<file path="config.mk">
export PLATFORM = sky130hd
export DESIGN_NAME = dbz_power_accumulator_top_flat
export DESIGN_NICKNAME = d
export VERILOG_FILES = /design/src/rtl/core/dbz_pa_pkg.sv /design/src/rtl/core/dbz_pa_in_if.sv /design/src/rtl/core/dbz_pa_out_if.sv /design/src/rtl/core/dbz_power_accumulator_top.sv /design/src/flat_wrapper.sv
export SDC_FILE = /design/constraint.sdc
export NUM_CORES = 2
export LEC_CHECK = 0
export BUFFER_PORTS_ARGS = -buffer_cell sky130_fd_sc_hd__buf_4
export CAP_MARGIN = 15
export CORE_MARGIN = 4
export CORE_UTILIZATION = 66
export CTS_CLUSTER_DIAMETER = 80
export DETAILED_ROUTE_END_ITERATION = 7
export PLACE_DENSITY = 0.83
export SETUP_SLACK_MARGIN = 0.05
export SLEW_MARGIN = 15
export SYNTH_ARGS = -nofsm -noshare
export SYNTH_HDL_FRONTEND = slang
export SYNTH_SLANG_ARGS = --single-unit
</file>
<file path="constraint.sdc">
create_clock -name clk -period 11.31 [get_ports clk]
set_clock_uncertainty 0.2 [all_clocks]
set_input_delay 1.131 -clock clk [delete_from_list [all_inputs] [get_ports clk]]
set_output_delay 1.131 -clock clk [all_outputs]
set_load 0.02 [all_outputs]
</file>
<file path="src/rtl/core/dbz_pa_pkg.sv">
// ----------------------------------------------------------------------------
// dbz_pa_pkg
// Shared constants, register indexes and the exp2 segment table for the
// dbz power accumulator.
// ----------------------------------------------------------------------------
package dbz_pa_pkg;

  // table and fixed-point sizes
  localparam int EXP_TABLE_BITS = 6;
  localparam int SUM_FRAC_BITS  = 16;
  localparam int TAB_N          = 1 << EXP_TABLE_BITS;
  localparam int TAB_IW         = EXP_TABLE_BITS + 1;
  localparam int FRAC_G         = 16 - EXP_TABLE_BITS;

  localparam int DBZ_W   = 16;
  localparam int EXP_W   = 16;
  localparam int SUM_W   = 63;
  localparam int CFG_AW  = 3;
  localparam int CFG_DW  = 16;

  // log2(10)/10 in Q20
  localparam logic [19:0] LOG2_10_DIV_10 = 20'd348329;

  // term shift: n + SUM_FRAC_BITS - 30, limits of the shifter
  localparam logic signed [12:0] SHIFT_BIAS = 13'(SUM_FRAC_BITS - 30);
  localparam logic signed [12:0] MAX_LSH    = 13'sd32;
  localparam logic signed [12:0] MAX_RSH    = 13'sd40;

  localparam logic [SUM_W-1:0] SUM_MAX = '1;

  // register indexes
  localparam logic [CFG_AW-1:0] REG_MIN_DBZ    = 3'd0;
  localparam logic [CFG_AW-1:0] REG_MAX_DBZ    = 3'd1;
  localparam logic [CFG_AW-1:0] REG_MIN_ENABLE = 3'd2;
  localparam logic [CFG_AW-1:0] REG_MAX_ENABLE = 3'd3;
  localparam logic [CFG_AW-1:0] REG_INV_EXP    = 3'd4;

  // register reset values
  localparam logic signed [DBZ_W-1:0] MIN_DBZ_RST = 16'sd0;
  localparam logic signed [DBZ_W-1:0] MAX_DBZ_RST = 16'sd32767;
  localparam logic [EXP_W-1:0]        INV_EXP_RST = 16'd4096;

  typedef logic [31:0] exp_tab_t [0:TAB_N];

  function automatic logic [63:0] isqrt64(input logic [63:0] v_in);
    logic [63:0] v;
    logic [63:0] r;
    logic [63:0] b;
    v = v_in;
    r = '0;
    b = 64'd1 << 62;
    while (b > v) b = b >> 2;
    while (b != 0) begin
      if (v >= r + b) begin
        v = v - (r + b);
        r = (r >> 1) + b;
      end else begin
        r = r >> 1;
      end
      b = b >> 2;
    end
    return r;
  endfunction

  // Q30 values of 2^(i/TAB_N), built from repeated square roots of two
  function automatic exp_tab_t build_exp_table();
    logic [63:0] roots [0:EXP_TABLE_BITS];
    logic [63:0] e;
    exp_tab_t    t;
    roots[0] = 64'd1 << 31;
    for (int j = 1; j <= EXP_TABLE_BITS; j++) begin
      roots[j] = isqrt64(roots[j-1] << 30);
    end
    for (int i = 0; i < TAB_N; i++) begin
      e = 64'd1 << 30;
      for (int k = EXP_TABLE_BITS - 1; k >= 0; k--) begin
        if (((i >> k) & 1) != 0) begin
          e = (e * roots[EXP_TABLE_BITS - k] + (64'd1 << 29)) >> 30;
        end
      end
      t[i] = e[31:0];
    end
    t[TAB_N] = 32'h8000_0000;
    return t;
  endfunction

  localparam exp_tab_t EXP_TAB = build_exp_table();

endpackage

</file>
<file path="src/rtl/core/dbz_pa_in_if.sv">
// ----------------------------------------------------------------------------
// dbz_pa_in_if
// Sample request channel: one dBZ sample and its clear flag.
// ----------------------------------------------------------------------------
interface dbz_pa_in_if;
  logic                                     valid;
  logic                                     ready;
  logic signed [dbz_pa_pkg::DBZ_W-1:0]      dbz;
  logic                                     clear_first;

  modport source (output valid, output dbz, output clear_first, input ready);
  modport sink   (input valid, input dbz, input clear_first, output ready);
endinterface

</file>
<file path="src/rtl/core/dbz_pa_out_if.sv">
// ----------------------------------------------------------------------------
// dbz_pa_out_if
// Result channel: running sum and status of one processed sample.
// ----------------------------------------------------------------------------
interface dbz_pa_out_if;
  logic                              valid;
  logic                              ready;
  logic [dbz_pa_pkg::SUM_W-1:0]      running_sum;
  logic                              sample_taken;
  logic                              sum_saturated;

  modport source (output valid, output running_sum, output sample_taken,
                  output sum_saturated, input ready);
  modport sink   (input valid, input running_sum, input sample_taken,
                  input sum_saturated, output ready);
endinterface

</file>
<file path="src/rtl/core/dbz_power_accumulator_top.sv">
// ----------------------------------------------------------------------------
// dbz_power_accumulator_top
// Power-law accumulation of dBZ samples: adds 10^(dbz*inv_exp/10) to a
// saturating Q47.16 sum held in a one-entry state memory.
// ----------------------------------------------------------------------------
// Usage:
//   in_ch  : sample requests (dbz Q7.8, clear_first), valid/ready.
//   out_ch : one result per sample (running_sum, sample_taken,
//            sum_saturated), valid/ready.
//   cfg_*  : register writes, index 0..4 = min_dbz, max_dbz, min_enable,
//            max_enable, inv_exp; other indexes are ignored.
// Sequencing: the sequencer walks one sample through two multiplies,
//   table lookup, interpolation, shift and the read-modify-write of the
//   state memory before taking the next one; the result is registered
//   in the output register at the accumulate step.
// Reset: registers take their defaults, the state memory reads as zero
//   until first written, no result is pending.
// Stall: a finished result waits in the output register; the next sample
//   is still taken and runs up to the accumulate step, where it holds
//   until the output register frees.
// ----------------------------------------------------------------------------
module dbz_power_accumulator_top (
  input  logic                           clk,
  input  logic                           rst_n,
  dbz_pa_in_if.sink                      in_ch,
  dbz_pa_out_if.source                   out_ch,
  input  logic                           cfg_we,
  input  logic [dbz_pa_pkg::CFG_AW-1:0]  cfg_addr,
  input  logic [dbz_pa_pkg::CFG_DW-1:0]  cfg_wdata
);

  localparam logic [2:0] S_IDLE   = 3'd0;
  localparam logic [2:0] S_MUL1   = 3'd1;
  localparam logic [2:0] S_MUL2   = 3'd2;
  localparam logic [2:0] S_TAB    = 3'd3;
  localparam logic [2:0] S_INTERP = 3'd4;
  localparam logic [2:0] S_SHIFT  = 3'd5;
  localparam logic [2:0] S_ACC    = 3'd6;

  localparam int T = dbz_pa_pkg::EXP_TABLE_BITS;
  localparam int G = dbz_pa_pkg::FRAC_G;
  localparam int W = dbz_pa_pkg::SUM_W;

  // configuration registers
  logic signed [15:0] min_dbz_r;
  logic signed [15:0] max_dbz_r;
  logic               min_en_r;
  logic               max_en_r;
  logic [15:0]        inv_exp_r;

  always_ff @(posedge clk) begin
    if (!rst_n) begin
      min_dbz_r <= dbz_pa_pkg::MIN_DBZ_RST;
      max_dbz_r <= dbz_pa_pkg::MAX_DBZ_RST;
      min_en_r  <= 1'b0;
      max_en_r  <= 1'b0;
      inv_exp_r <= dbz_pa_pkg::INV_EXP_RST;
    end else if (cfg_we) begin
      unique case (cfg_addr)
        dbz_pa_pkg::REG_MIN_DBZ:    min_dbz_r <= $signed(cfg_wdata);
        dbz_pa_pkg::REG_MAX_DBZ:    max_dbz_r <= $signed(cfg_wdata);
        dbz_pa_pkg::REG_MIN_ENABLE: min_en_r  <= cfg_wdata[0];
        dbz_pa_pkg::REG_MAX_ENABLE: max_en_r  <= cfg_wdata[0];
        dbz_pa_pkg::REG_INV_EXP:    inv_exp_r <= cfg_wdata;
        default: ;
      endcase
    end
  end

  // sequencer
  logic [2:0] state_r, state_nxt;
  logic       in_acc;
  logic       acc_go;
  logic       out_valid_r;

  assign in_ch.ready = (state_r == S_IDLE);
  assign in_acc      = in_ch.valid && in_ch.ready;
  assign acc_go      = (state_r == S_ACC) && (!out_valid_r || out_ch.ready);

  always_comb begin
    state_nxt = state_r;
    unique case (state_r)
      S_IDLE:   if (in_acc) state_nxt = S_MUL1;
      S_MUL1:   state_nxt = S_MUL2;
      S_MUL2:   state_nxt = S_TAB;
      S_TAB:    state_nxt = S_INTERP;
      S_INTERP: state_nxt = S_SHIFT;
      S_SHIFT:  state_nxt = S_ACC;
      S_ACC:    if (acc_go) state_nxt = S_IDLE;
      default:  state_nxt = S_IDLE;
    endcase
  end

  always_ff @(posedge clk) begin
    if (!rst_n) state_r <= S_IDLE;
    else        state_r <= state_nxt;
  end

  // sample capture: threshold test on the raw sample, then clamp
  logic signed [15:0] d_r, d_nxt;
  logic               clear_r;
  logic               taken_r, taken_nxt;

  always_comb begin
    taken_nxt = !(min_en_r && (in_ch.dbz < min_dbz_r));
    d_nxt     = (max_en_r && (in_ch.dbz > max_dbz_r)) ? max_dbz_r : in_ch.dbz;
  end

  always_ff @(posedge clk) begin
    if (in_acc) begin
      d_r     <= d_nxt;
      clear_r <= in_ch.clear_first;
      taken_r <= taken_nxt;
    end
  end

  // exponent: p = dbz * inv_exp * log2(10)/10 in two multiplies
  logic signed [32:0] prod1_r;
  logic signed [51:0] prod2_r;
  logic signed [32:0] mul1_a, mul1_b;
  logic signed [51:0] mul2_a, mul2_b;

  always_comb begin
    mul1_a = {{17{d_r[15]}}, d_r};
    mul1_b = {17'b0, inv_exp_r};
    mul2_a = {{19{prod1_r[32]}}, prod1_r};
    mul2_b = {32'b0, dbz_pa_pkg::LOG2_10_DIV_10};
  end

  always_ff @(posedge clk) begin
    if (state_r == S_MUL1) prod1_r <= mul1_a * mul1_b;
    if (state_r == S_MUL2) prod2_r <= mul2_a * mul2_b;
  end

  // table lookup: y = p >> 24, n = integer part, f = fraction
  logic signed [11:0]          n_r;
  logic [31:0]                 e0_r;
  logic [31:0]                 diff_r;
  logic [G-1:0]                frac_r;
  logic [15:0]                 f_w;
  logic [dbz_pa_pkg::TAB_IW-1:0] idx_lo, idx_hi;
  logic [31:0]                 e_lo, e_hi;

  always_comb begin
    f_w    = prod2_r[39:24];
    idx_lo = {1'b0, f_w[15 -: T]};
    idx_hi = idx_lo + dbz_pa_pkg::TAB_IW'(1);
    e_lo   = dbz_pa_pkg::EXP_TAB[idx_lo];
    e_hi   = dbz_pa_pkg::EXP_TAB[idx_hi];
  end

  always_ff @(posedge clk) begin
    if (state_r == S_TAB) begin
      n_r    <= prod2_r[51:40];
      e0_r   <= e_lo;
      diff_r <= e_hi - e_lo;
      frac_r <= f_w[G-1:0];
    end
  end

  // linear interpolation between segment ends
  logic [31:0]     m_r;
  logic [31+G:0]   interp_p;

  assign interp_p = {{G{1'b0}}, diff_r} * {32'b0, frac_r};

  always_ff @(posedge clk) begin
    if (state_r == S_INTERP) m_r <= e0_r + interp_p[31+G:G];
  end

  // scale mantissa by 2^s, clip above the sum range, round half up below
  logic [W-1:0]       term_r, term_nxt;
  logic               clip_r, clip_nxt;
  logic signed [12:0] shift_s, rsh;
  logic [63:0]        lsh_val, rnd_val;

  always_comb begin
    shift_s  = $signed({n_r[11], n_r}) + dbz_pa_pkg::SHIFT_BIAS;
    rsh      = -shift_s;
    lsh_val  = {32'b0, m_r} << shift_s[5:0];
    rnd_val  = ({32'b0, m_r} + (64'd1 << (rsh[5:0] - 6'd1))) >> rsh[5:0];
    term_nxt = '0;
    clip_nxt = 1'b0;
    if (!shift_s[12]) begin
      if (shift_s > dbz_pa_pkg::MAX_LSH || lsh_val[63]) begin
        term_nxt = dbz_pa_pkg::SUM_MAX;
        clip_nxt = 1'b1;
      end else begin
        term_nxt = lsh_val[W-1:0];
      end
    end else if (rsh <= dbz_pa_pkg::MAX_RSH) begin
      term_nxt = rnd_val[W-1:0];
    end
  end

  always_ff @(posedge clk) begin
    if (state_r == S_SHIFT) begin
      term_r <= term_nxt;
      clip_r <= clip_nxt;
    end
  end

  // state memory: {saturated_flag, power_sum}, read at accept, written back
  logic [W:0] state_mem [0:0];
  logic [W:0] rd_data_r;
  logic       mem_valid_r;
  logic [W:0] wr_data;

  always_ff @(posedge clk) begin
    if (acc_go) state_mem[0] <= wr_data;
    if (in_acc) rd_data_r <= mem_valid_r ? state_mem[0] : '0;
  end

  always_ff @(posedge clk) begin
    if (!rst_n)      mem_valid_r <= 1'b0;
    else if (acc_go) mem_valid_r <= 1'b1;
  end

  // accumulate
  logic [W-1:0] base_sum, sum_nxt;
  logic         base_sat, sat_nxt;
  logic [W:0]   add_w;

  always_comb begin
    base_sum = clear_r ? '0 : rd_data_r[W-1:0];
    base_sat = clear_r ? 1'b0 : rd_data_r[W];
    add_w    = {1'b0, base_sum} + {1'b0, term_r};
    sum_nxt  = base_sum;
    sat_nxt  = base_sat;
    if (taken_r) begin
      if (add_w[W]) begin
        sum_nxt = dbz_pa_pkg::SUM_MAX;
        sat_nxt = 1'b1;
      end else begin
        sum_nxt = add_w[W-1:0];
        sat_nxt = base_sat | clip_r;
      end
    end
    wr_data = {sat_nxt, sum_nxt};
  end

  // output register
  logic [W-1:0] out_sum_r;
  logic         out_taken_r;
  logic         out_sat_r;

  always_ff @(posedge clk) begin
    if (!rst_n) begin
      out_valid_r <= 1'b0;
    end else if (acc_go) begin
      out_valid_r <= 1'b1;
    end else if (out_ch.ready) begin
      out_valid_r <= 1'b0;
    end
  end

  always_ff @(posedge clk) begin
    if (acc_go) begin
      out_sum_r   <= sum_nxt;
      out_taken_r <= taken_r;
      out_sat_r   <= sat_nxt;
    end
  end

  assign out_ch.valid         = out_valid_r;
  assign out_ch.running_sum   = out_sum_r;
  assign out_ch.sample_taken  = out_taken_r;
  assign out_ch.sum_saturated = out_sat_r;

  // checks
  a_result_from_acc: assert property (@(posedge clk) disable iff (!rst_n)
    $rose(out_valid_r) |-> $past(state_r == S_ACC))
    else $error("result appeared without an accumulate step");

  a_accept_starts_work: assert property (@(posedge clk) disable iff (!rst_n)
    in_acc |=> (state_r == S_MUL1) && !in_ch.ready)
    else $error("accepted sample did not start the sequence");

  a_sat_at_max: assert property (@(posedge clk) disable iff (!rst_n)
    acc_go && taken_r && add_w[W] |=> out_sat_r && (out_sum_r == dbz_pa_pkg::SUM_MAX))
    else $error("sum overflow not saturated");

endmodule

</file>
<file path="src/flat_wrapper.sv">
// flat-port wrapper written by rule: the top's interface ports become plain ports
module dbz_power_accumulator_top_flat 
  (clk, rst_n, cfg_we, cfg_addr, cfg_wdata, in_ch_valid, in_ch_dbz, in_ch_clear_first, in_ch_ready, out_ch_valid, out_ch_running_sum, out_ch_sample_taken, out_ch_sum_saturated, out_ch_ready);
  dbz_pa_in_if in_ch_i ();
  dbz_pa_out_if out_ch_i ();
  input  logic clk;
  input  logic rst_n;
  input  logic cfg_we;
  input  logic [dbz_pa_pkg::CFG_AW-1:0] cfg_addr;
  input  logic [dbz_pa_pkg::CFG_DW-1:0] cfg_wdata;
  input wire logic [$bits(in_ch_i.valid)-1:0] in_ch_valid;
  input wire logic [$bits(in_ch_i.dbz)-1:0] in_ch_dbz;
  input wire logic [$bits(in_ch_i.clear_first)-1:0] in_ch_clear_first;
  output wire logic [$bits(in_ch_i.ready)-1:0] in_ch_ready;
  output wire logic [$bits(out_ch_i.valid)-1:0] out_ch_valid;
  output wire logic [$bits(out_ch_i.running_sum)-1:0] out_ch_running_sum;
  output wire logic [$bits(out_ch_i.sample_taken)-1:0] out_ch_sample_taken;
  output wire logic [$bits(out_ch_i.sum_saturated)-1:0] out_ch_sum_saturated;
  input wire logic [$bits(out_ch_i.ready)-1:0] out_ch_ready;
  assign in_ch_i.valid = in_ch_valid;
  assign in_ch_i.dbz = in_ch_dbz;
  assign in_ch_i.clear_first = in_ch_clear_first;
  assign in_ch_ready = in_ch_i.ready;
  assign out_ch_valid = out_ch_i.valid;
  assign out_ch_running_sum = out_ch_i.running_sum;
  assign out_ch_sample_taken = out_ch_i.sample_taken;
  assign out_ch_sum_saturated = out_ch_i.sum_saturated;
  assign out_ch_i.ready = out_ch_ready;
  dbz_power_accumulator_top u_core (.clk(clk), .rst_n(rst_n), .in_ch(in_ch_i), .out_ch(out_ch_i), .cfg_we(cfg_we), .cfg_addr(cfg_addr), .cfg_wdata(cfg_wdata));
endmodule
</file>
==> results by group <==
STA
  • Tightest Pin Transition: 1.249 ns
  • # setup viols final: 0
  • Final Hold Fails: 0
  • Final period utilization: 0.8835
  • Slew HR: 0.1642
  • RSZ-0062 raised after global routing: no
  • Setup TNS: 0 ns
  • Fin. max-slew vios: 0
  • FMAX: 0.1001 GHz
  • Crit path time final: 9.992 ns

Drt
  • TritonRoute pass-1 iters: 8
  • Antenna-violating nets left: 0
  • Post-DR wirelength/cell: 23.86 um
  • Vias: 54920
  • Final WL: 198700 um
  • Drt via density: 6.592
  • Initial drt markers: 7037
  • DRC: 1

Min path
  • Hold depth: 0
  • Hold Path End: u_core.frac_r[8]
  • Hold path start: u_core.prod2_r[32]
  • Hold crit path type: reg2reg

Global routing
  • Most used routing layer: met2
  • Vias in the first global route: 54840
  • Met1 Usage GRT: 0.5047
  • Gr usage total: 0.3885
  • M2 GR Usage: 0.6229
  • Initial antenna violation count: 15
  • Pin count of the biggest net entering global routing: 89
  • GRT met3 Usage: 0.06748
  • First-pass GRT wire length: 311500 um
  • GRT Residual Overflow: 0

Clock tree
  • Clock transition at path regs: 0.06 ns
  • Clock root cell: clkbuf_16
  • CTS tree: done
  • TritonCTS buffer count: 54
  • CTS sink count: 443
  • CTS Hold Buffers Added: 0
  • Post-CTS sizing: 0
  • Clk_lat worst skew: 0.69 ns
  • CTS Buffer Depth: 3
  • H-tree depth: 2
  • Post-CTS Setup Repair Bufs: 0

Floorplan
  • Die Area: 101100 um^2
  • Core area: 95150 um^2
  • Initial Utilization: 0.6666
  • Top-level port count: 108
  • Die Ht: 318.0 um
  • Die width: 318.0 um
  • # rows: 113

Run
  • Total of max-cap violations: 0

Final layout
  • Register area: 12750 um^2
  • Filler Cells Inserted: 7379
  • Area grow syn2layout: 5.525%
  • Area of the multi-input gates: 46290 um^2
  • Share of cells above drive strength 1: 0.05980
  • # nets final: 8352

Logic synthesis
  • Unique masters post-synth: 97
  • Top cells by count, synth: inv_1, nand2_1, ha_1
  • Sequential element share of the synthesized area: 0.2010
  • Async SR Flop Fraction: 0
  • Syn_nets: 8515
  • Yosys top cell by area: fa_1
  • Cell count after synthesis: 7175
  • Count leader, synth: inv_1
  • Seq cells post-synth: 443
  • Synth warn: 0
  • EDFF count, synth: 388
  • Syn Area/Cell: 8.841 um^2
  • Top-area cell type share of the netlist area: 0.1998
  • Mapped Area: 63430 um^2
  • Area contributors post-synth: fa_1, edfxtp_1, ha_1
  • Ys flop type: edfxtp_1

Worst setup path
  • Crit start category: flip-flop
  • Slowest stage delay, CP: 1.13 ns
  • CP required: 11.53 ns
  • Flop2flop setup slack: 1.32 ns
  • FF-to-FF End: u_core.m_r[31]
  • Arr. time, crit path: 10.21 ns
  • Crit end category: flip-flop
  • FF-to-FF path depth: 33
  • Critical R2R Launch: u_core.frac_r[5]
  • Class of the most critical setup path: reg2reg
  • Critical Path Start: u_core.frac_r[5]
  • CP max stage cell: edfxtp_1
  • Critical-path maximum fanout: 32

Status
  • Violated checks: DRC
  • Outcome: finished with violations

Placement
  • GP Congestion: 1.029
  • Port buffer count: 107
  • Final HPWL DP: 152600 um
-- cell families after synthesis --
family                   share of synthesized area
AO/OA/AOI/OAI                               0.1660
XOR/XNOR                                   0.03468
adder cells (fa/ha/maj)                     0.3311
buffers and inverters                      0.07192
flip-flops                                  0.2010
multiplexers                               0.03002
AND/OR/NAND/NOR                             0.1652
-- worst max-delay path by stage --
stage,to,slack (ns)
6_report,u_core.m_r[31],1.32
3_3_place_gp,u_core.m_r[31],1.72
5_1_grt,u_core.m_r[31],0.85
2_1_floorplan,u_core.m_r[31],2.84
3_5_place_dp,u_core.m_r[31],1.54
4_1_cts,u_core.m_r[31],1.47
-- per-stage QoR --
| step | hold slack, ns | instance area [um^2] | utilization | cells | setup slack (ns) |
|---|---|---|---|---|---|
| after floorplan | 0.2003 | 63430 | - | 7175 | 2.841 |
| after global placement | 0.2043 | 65020 | 0.6834 | 8221 | 1.717 |
| after detailed placement | 0.2063 | 65020 | 0.6834 | 8221 | 1.543 |
| after CTS | 0.2165 | 66910 | 0.7032 | 8322 | 1.466 |
| after global routing | 0.2261 | 66930 | 0.7034 | 8329 | 0.8456 |
| final | 0.2177 | 66940 | 0.7035 | 8331 | 1.318 |
-- layout make-up --
class                      count  area share
tap                         1265     0.02365
clock buffer                  62     0.02079
timing repair buffer         181     0.02030
inverter                     810     0.04542
clock inverter                39    0.007458
multi-input combinational   5522      0.6915
sequential                   443      0.1905
antenna                        9   0.0003365
-- routing by layer --
metal / part of all wire / wire [um] / up-vias
li1: - / - / 24430
met1: 0.38 / 75540 / 26670
met2: 0.46 / 90940 / 3066
met3: 0.093 / 18520 / 751
met4: 0.069 / 13700 / 6
met5: 0.00023 / 46 / -
-- worst max-delay path: cells and delay by family, from the launching register on --
family                     cells  cell delay, ns
DFF                            1            1.13
xor gates and xnor gates       2            0.38
buffers and inverters          2            0.09
AOI/OAI and AO/OA             15            3.46
and+or+nand+nor                6            1.30
muxes                          1            0.16
adders and majority gates      7            3.00
-- cell usage in the layout, fill, tap and decap left out, types with 31 or more instances in the layout --
cell	instances
o211ai_1	71
nor2_1	435
nand4_1	40
a211oi_1	79
nor3_1	108
o21a_1	51
dfxtp_1	55
clkbuf_16	54
xnor2_1	143
xor2_1	83
inv_1	804
mux2i_1	71
o22ai_1	34
nor2b_1	114
ha_1	663
fa_1	633
buf_4	181
or3_1	31
o31ai_1	32
nand2_1	798
o21ai_0	343
mux2_2	46
and3_1	48
a21o_1	128
nand3_1	106
a31oi_1	89
edfxtp_1	388
a21oi_1	477
nand2b_1	69
and2_1	346
-- sequential cells by signal (all words and copies together), names as in the netlist, 2 cells and up --
signal                     cells
u_core.rd_data_r              64
u_core.term_r                 63
u_core.out_ch.running_sum     62
u_core.prod1_r                33
u_core.diff_r                 32
u_core.m_r                    32
u_core.e0_r                   30
u_core.prod2_r                28
u_core.d_r                    16
u_core.inv_exp_r              16
u_core.max_dbz_r              16
u_core.min_dbz_r              16
u_core.n_r                    12
u_core.frac_r                 10
u_core.state_r                 3
u_core.state_mem               2
Power is not shown: default switching activity piles up to over one toggle a cycle in this logic, so the estimate is an artifact.
